<file path="config.mk">
export PLATFORM = sky130hd
export DESIGN_NAME = dda_line_point_generator_top
export DESIGN_NICKNAME = d
export VERILOG_FILES = /design/src/design/dlpg_pkg.sv /design/src/design/dda_line_point_generator_top.sv /design/src/design/dlpg_ctrl.sv /design/src/design/dlpg_datapath.sv
export SDC_FILE = /design/constraint.sdc
export NUM_CORES = 1
export LEC_CHECK = 0
export BUFFER_PORTS_ARGS = -buffer_cell sky130_fd_sc_hd__buf_2
export CAP_MARGIN = 20
export CORE_MARGIN = 2
export CORE_UTILIZATION = 49
export CTS_CLUSTER_SIZE = 28
export DETAILED_ROUTE_END_ITERATION = 16
export PLACE_DENSITY = 0.67
export SETUP_SLACK_MARGIN = 0.1
export SLEW_MARGIN = 20
export SYNTH_ARGS = -nofsm -noshare
export SYNTH_HDL_FRONTEND = slang
export SYNTH_SLANG_ARGS = --single-unit
</file>
<file path="constraint.sdc">
create_clock -name clk -period 5.4 [get_ports clk]
set_input_delay 0.27 -clock clk [delete_from_list [all_inputs] [get_ports clk]]
set_output_delay 0.27 -clock clk [all_outputs]
set_load 0.01 [all_outputs]
</file>
<file path="src/design/dlpg_pkg.sv">
// Package for the DDA line point generator: widths, payload types, FSM states, commands.
package dlpg_pkg;

  localparam int COORD_W        = 6;
  localparam int GRID_SIDE_DEF  = 64;

  // Remainder arithmetic widths: 2*delta and 2*steps, remainder in [-2s, 4s).
  localparam int D2_W  = COORD_W + 2;
  localparam int S2_W  = COORD_W + 1;
  localparam int REM_W = COORD_W + 3;

  typedef struct packed {
    logic [COORD_W-1:0] start_x;
    logic [COORD_W-1:0] start_y;
    logic [COORD_W-1:0] end_x;
    logic [COORD_W-1:0] end_y;
  } line_in_t;

  typedef struct packed {
    logic [COORD_W-1:0] point_x;
    logic [COORD_W-1:0] point_y;
    logic               last_point;
  } point_out_t;

  typedef enum logic [1:0] {
    ST_IDLE,
    ST_PREP,
    ST_EMIT
  } state_t;

  typedef struct packed {
    logic load;     // capture the endpoint pair
    logic step;     // compute the next point into the output registers
    logic advance;  // one point delivered, count down
  } dp_cmd_t;

  typedef struct packed {
    logic zero;     // line has no points
    logic last;     // point shown is the end point
  } dp_status_t;

endpackage

</file>
<file path="src/design/dda_line_point_generator_top.sv">
// Top level of the DDA line point generator: controller plus datapath.
//
//  channel | dir | handshake            | payload
//  --------+-----+----------------------+-------------------------------------
//  in      | in  | in_valid / in_stall  | in_data  (start_x, start_y, end_x, end_y)
//  out     | out | out_valid / out_stall| out_data (point_x, point_y, last_point)
//
// A line has s = max(|dx|,|dy|) points. The pair is accepted in idle, the first
// point is formed in preparation, then the per-axis remainder stepper gives one
// point per cycle while out_stall is low. A line with equal endpoints shows none.
// in_stall is high from acceptance until the end point beat is taken.
// out_stall holds the shown point; rst (synchronous) returns to idle.
module dda_line_point_generator_top
  import dlpg_pkg::*;
#(
  parameter int GRID_SIDE = GRID_SIDE_DEF
) (
  input  logic       clk,
  input  logic       rst,
  input  logic       in_valid,
  output logic       in_stall,
  input  line_in_t   in_data,
  output logic       out_valid,
  input  logic       out_stall,
  output point_out_t out_data
);

  dp_cmd_t    cmd;
  dp_status_t status;

  dlpg_ctrl u_ctrl (
    .clk       (clk),
    .rst       (rst),
    .in_valid  (in_valid),
    .out_stall (out_stall),
    .status    (status),
    .cmd       (cmd),
    .in_stall  (in_stall),
    .out_valid (out_valid)
  );

  dlpg_datapath #(
    .GRID_SIDE (GRID_SIDE)
  ) u_datapath (
    .clk      (clk),
    .rst      (rst),
    .cmd      (cmd),
    .in_data  (in_data),
    .status   (status),
    .out_data (out_data)
  );

endmodule

</file>
<file path="src/design/dlpg_ctrl.sv">
// Controller FSM: sequences load, first-point preparation and point emission.
module dlpg_ctrl
  import dlpg_pkg::*;
(
  input  logic       clk,
  input  logic       rst,
  input  logic       in_valid,
  input  logic       out_stall,
  input  dp_status_t status,
  output dp_cmd_t    cmd,
  output logic       in_stall,
  output logic       out_valid
);

  state_t state;
  state_t state_next;

  always_ff @(posedge clk) begin
    if (rst) begin
      state <= ST_IDLE;
    end else begin
      state <= state_next;
    end
  end

  always_comb begin
    state_next = state;
    unique case (state)
      ST_IDLE: begin
        if (in_valid) state_next = ST_PREP;
      end
      ST_PREP: begin
        state_next = status.zero ? ST_IDLE : ST_EMIT;
      end
      ST_EMIT: begin
        if (!out_stall && status.last) state_next = ST_IDLE;
      end
      default: state_next = ST_IDLE;
    endcase
  end

  always_comb begin
    cmd       = '0;
    in_stall  = 1'b1;
    out_valid = 1'b0;
    unique case (state)
      ST_IDLE: begin
        in_stall = 1'b0;
        cmd.load = in_valid;
      end
      ST_PREP: begin
        cmd.step = !status.zero;
      end
      ST_EMIT: begin
        out_valid   = 1'b1;
        cmd.step    = !out_stall && !status.last;
        cmd.advance = !out_stall && !status.last;
      end
      default: begin
        cmd = '0;
      end
    endcase
  end

endmodule

</file>
<file path="src/design/dlpg_datapath.sv">
// Datapath: endpoint clamp, step count, per-axis quotient/remainder stepping.
module dlpg_datapath
  import dlpg_pkg::*;
#(
  parameter int GRID_SIDE = GRID_SIDE_DEF
) (
  input  logic       clk,
  input  logic       rst,
  input  dp_cmd_t    cmd,
  input  line_in_t   in_data,
  output dp_status_t status,
  output point_out_t out_data
);

  localparam logic [COORD_W-1:0] MAX_C = COORD_W'(GRID_SIDE - 1);

  typedef struct packed {
    logic [COORD_W-1:0]      p;
    logic signed [REM_W-1:0] r;
  } axis_t;

  // One step of floor((2*i*d + s) / 2s): add 2d to the remainder, one correction.
  function automatic axis_t axis_step(input logic [COORD_W-1:0] p,
                                      input logic signed [REM_W-1:0] r,
                                      input logic signed [D2_W-1:0] d2,
                                      input logic [S2_W-1:0] s2);
    axis_t                   res;
    logic signed [REM_W-1:0] sum;
    logic signed [REM_W-1:0] s2e;
    sum   = r + {{(REM_W-D2_W){d2[D2_W-1]}}, d2};
    s2e   = $signed({{(REM_W-S2_W){1'b0}}, s2});
    res.p = p;
    res.r = sum;
    if (!d2[D2_W-1]) begin
      if (sum >= s2e) begin
        res.r = sum - s2e;
        res.p = p + COORD_W'(1);
      end
    end else begin
      if (sum < 0) begin
        res.r = sum + s2e;
        res.p = p - COORD_W'(1);
      end
    end
    return res;
  endfunction

  function automatic logic [COORD_W-1:0] clamp(input logic [COORD_W-1:0] v);
    return (v > MAX_C) ? MAX_C : v;
  endfunction

  // Load-side arithmetic
  logic [COORD_W-1:0]        sx, sy, ex, ey;
  logic signed [COORD_W:0]   dx, dy;
  logic [COORD_W-1:0]        adx, ady, steps;

  always_comb begin
    sx    = clamp(in_data.start_x);
    sy    = clamp(in_data.start_y);
    ex    = clamp(in_data.end_x);
    ey    = clamp(in_data.end_y);
    dx    = $signed({1'b0, ex}) - $signed({1'b0, sx});
    dy    = $signed({1'b0, ey}) - $signed({1'b0, sy});
    adx   = dx[COORD_W] ? COORD_W'(-dx) : dx[COORD_W-1:0];
    ady   = dy[COORD_W] ? COORD_W'(-dy) : dy[COORD_W-1:0];
    steps = (adx > ady) ? adx : ady;
  end

  logic [COORD_W-1:0]      px, py;
  logic signed [REM_W-1:0] rx, ry;
  logic signed [D2_W-1:0]  dx2, dy2;
  logic [S2_W-1:0]         s2;
  logic [COORD_W-1:0]      left;
  axis_t                   nx, ny;

  assign nx = axis_step(px, rx, dx2, s2);
  assign ny = axis_step(py, ry, dy2, s2);

  always_ff @(posedge clk) begin
    if (rst) begin
      left <= '0;
    end else if (cmd.load) begin
      left <= steps;
    end else if (cmd.advance) begin
      left <= left - COORD_W'(1);
    end
  end

  always_ff @(posedge clk) begin
    if (cmd.load) begin
      px  <= sx;
      py  <= sy;
      rx  <= $signed({{(REM_W-COORD_W){1'b0}}, steps});
      ry  <= $signed({{(REM_W-COORD_W){1'b0}}, steps});
      dx2 <= {dx, 1'b0};
      dy2 <= {dy, 1'b0};
      s2  <= {steps, 1'b0};
    end else if (cmd.step) begin
      px <= nx.p;
      rx <= nx.r;
      py <= ny.p;
      ry <= ny.r;
    end
  end

  assign status.zero = (left == '0);
  assign status.last = (left == COORD_W'(1));

  assign out_data.point_x    = px;
  assign out_data.point_y    = py;
  assign out_data.last_point = status.last;

endmodule

</file>
==> flow_summary.yaml <==
floorplanning:
  start_util: 0.4985
  die_w_um: 114.3
  rows: 40
  pin_count: 43
  die_height_um: 114.3
  die_area_um2: 13070
  core_um2: 11960
synthesis:
  async_flop_share: 0
  yosys_warnings: 0
  synth_top_area_frac: 0.2165
  synth_top_area_cell: "edfxtp_1"
  synth_seq_area_share: 0.2635
  synth_cell_types: 76
  netlist_area_um2: 5963
  synth_most_common_cell: "ha_1"
  synth_ff_type: "edfxtp_1"
  avgSynthCellArea_um2: 8.593
  synth_edf_count: 43
  syn-num-nets: 799
  yosys-top-cells-area: "edfxtp_1, ha_1, dfxtp_1, xnor2_1, a21oi_1"
  ys_top_cells_by_count: "ha_1, inv_1, a21oi_1"
  synth_seq_cells: 57
  syn_inst: 694
grt:
  antenna_found_initial: 0
  grt-ovfl-total: 0
  grt_usage: 0.2328
  grt_pass1_vias: 4957
  grt_first_pass_wirelength_um: 24100
  grt_max_degree: 53
worst_setup_path:
  cp_slowest_cell: "a21oi_1"
  cp.arrival_ns: 4.35
  ff2ff_path_depth: 12
  r2r-start: "u_datapath.dy2[4]"
  worst_setup_path_end_kind: "flop"
  crit_top_cell: "inv_1"
  crit_fanout: 11
  cp.required_ns: 5.45
  crit_type: "in2reg"
  regToRegSetupSlack_ns: 1.18
  slowest_delay_ns: 0.71
  worstSetupStartpointType: "input port"
  cp_cell_sequence: "buf_2 -> inv_1 -> ha_1 -> inv_1 -> fa_1 -> xor2_1 -> nor3_1 -> nand3_1 -> a21oi_1 -> nor2_1 -> xor2_1 -> inv_1 -> ha_1 -> nand3_1 -> a21o_1 -> a21oi_1 -> and3b_1 -> or3b_1 -> nand4_1 -> a31oi_1"
  timing.rr.end: "u_datapath.py[3]"
hold_path:
  whs_endpoint: "u_datapath.left[2]"
  hold_path_class: "in2reg"
  hp-start: "rst"
  worstHoldPathCells: 2
clocking:
  cts-hold-fix-buffers: 0
  clkLatencyLatePin_ns: 0.33
  clockBufferDepth: 2
  numCtsBuffers: 9
  htree_levels: 3
  cts_tree: "yes"
  clk_pin_slew_ns: 0.05
  cts_sinks: 57
  post_cts_resized: 0
  postCtsSetupRepairBufs: 0
  cts_root_buf: "clkbuf_16"
place:
  io_buffers: 42
  place_ws_ns: 0.8099
  gp_congestion: 0.8866
  place_hpwl_um: 11370
  placed_cells: 848
sta:
  hold_viol_final: 0
  finalCritPeriodShare: 0.7961
  drv_slew: 0
  setup_viol: 0
  fin_crit_ns: 4.299
  clock_skew_ns: 0.009669
  rsz0062_at_grt: "no"
  slew_headroom: 0.3132
  tns_ns: 0
  fmax_mhz: 232.6
  fin_ws_ns: 1.101
  worstMarginPinSlew_ns: 1.023
drt:
  num_vias: 5150
  wl_per_cell_um: 16.98
  dr.pass1.iters: 5
  drtAntennaViolNets: 0
  wl_um: 14670
  viasPerCell: 5.961
  drtIter0Drc: 382
  drc: 0
layout:
  drive_above_1_share: 0.1116
  syn2layout_area_growth_pct: 9.589
  antenna_cells: 0
  finish.cell_count_without_fillers: 864
  fin_nets: 817
  fill_cells: 1075
pwr:
  power_density_nw_per_um2: 726.8
  ir_drop_uv: 253.0
  total_leakage_power_uw: 0.002856
job:
  maxCapViolations: 0
status:
  outcome: "finished, final reports clean"
flip-flops by register name, indices dropped and copies added, names as in the netlist:
| name | count |
|---|---|
| u_datapath.dx2 | 7 |
| u_datapath.py | 6 |
| u_datapath.dy2 | 7 |
| u_datapath.left | 6 |
| u_datapath.s2 | 6 |
| u_ctrl.state | 2 |
| u_datapath.ry | 9 |
| u_datapath.px | 6 |
| u_datapath.rx | 8 |
worst max path at each step:
| stage | slack, ns | startpoint | to |
|---|---|---|---|
| 2_1_floorplan | 1.55 | in_data[12] | u_datapath.rx[5] |
| 6_report | 1.10 | in_data[0] | u_datapath.rx[5] |
| 3_5_place_dp | 0.81 | in_data[0] | u_datapath.rx[5] |
| 3_3_place_gp | 0.99 | in_data[0] | u_datapath.rx[5] |
| 5_1_grt | 0.76 | in_data[0] | u_datapath.rx[5] |
| 4_1_cts | 1.17 | in_data[0] | u_datapath.rx[5] |
worst max-delay path, delay by kind of cell:
family | cells | cell delay (ns)
AND/OR/NAND/NOR | 7 | 1.40
buffers and inverters | 4 | 0.27
AO/OA/AOI/OAI | 4 | 1.15
adder cells (fa/ha/maj) | 3 | 0.85
XOR/XNOR | 2 | 0.41
metal layers:
layer | vias up | GRT usage | part of all wire
li1 | 2535 | - | -
met1 | 2429 | 0.3244 | 0.47
met2 | 158 | 0.3698 | 0.45
met3 | 28 | 0.02965 | 0.056
met4 | 0 | 0.08862 | 0.027
met5 | - | 0 | 0
cells in the final DEF, fill, tap and decap left out, drive strengths merged, types with 9 or more instances in the layout:
cell    Yosys  layout
dfxtp      14      14
nor3       11      11
clkbuf     30      13
nand2b     10      10
nor2b       9       9
inv        63      63
edfxtp     43      43
a21o       12      12
a21oi      49      49
a31oi       9       9
o21ai      44      44
a211oi     13      13
xor2       19      19
o211ai     13      13
ha         69      69
buf         9      46
xnor2      32      32
nand3      26      26
nand2      42      42
mux2i      14      14
nor2       48      48
where the power goes:
group	total, µW	leakage [µW]	internal, µW	switching, µW
sequential	828	0.000529	690	138
clock	586	0.000153	392	194
combinational	3340	0.00217	1390	1940
logic make-up after synthesis:
kind of cell,count (synthesis),share of synthesized area
flops,57,0.2635
simple gates,196,0.1750
buf+inv,102,0.06672
mux,18,0.03105
xor+xnor,51,0.07805
compound gates,193,0.2140
fa+ha+maj,77,0.1716
area by class of cell:
class	count	area, µm²	share of cell area
Clock buffer	13	270.3	0.04136
Multi-Input combinational cell	535	3994	0.6111
Inverter	63	236.5	0.03619
Tap cell	147	183.9	0.02814
Sequential cell	57	1572	0.2405
Clock inverter	3	38.79	0.005935
Timing Repair Buffer	46	240.2	0.03676
per-stage QoR:
stage / cell area [µm²] / hold WS, ns / power [µW] / utilization
detailed placement: 6226 / 0.4837 / 4109 / 0.5205
floorplan: 5963 / 0.4503 / 3417 / -
global route: 6535 / 0.2561 / 5162 / 0.5463
global placement: 6226 / 0.4907 / 4038 / 0.5205
CTS: 6535 / 0.2225 / 4727 / 0.5463
finish: 6535 / 0.2337 / 4749 / 0.5463
(Power assumes the default switching activity.)
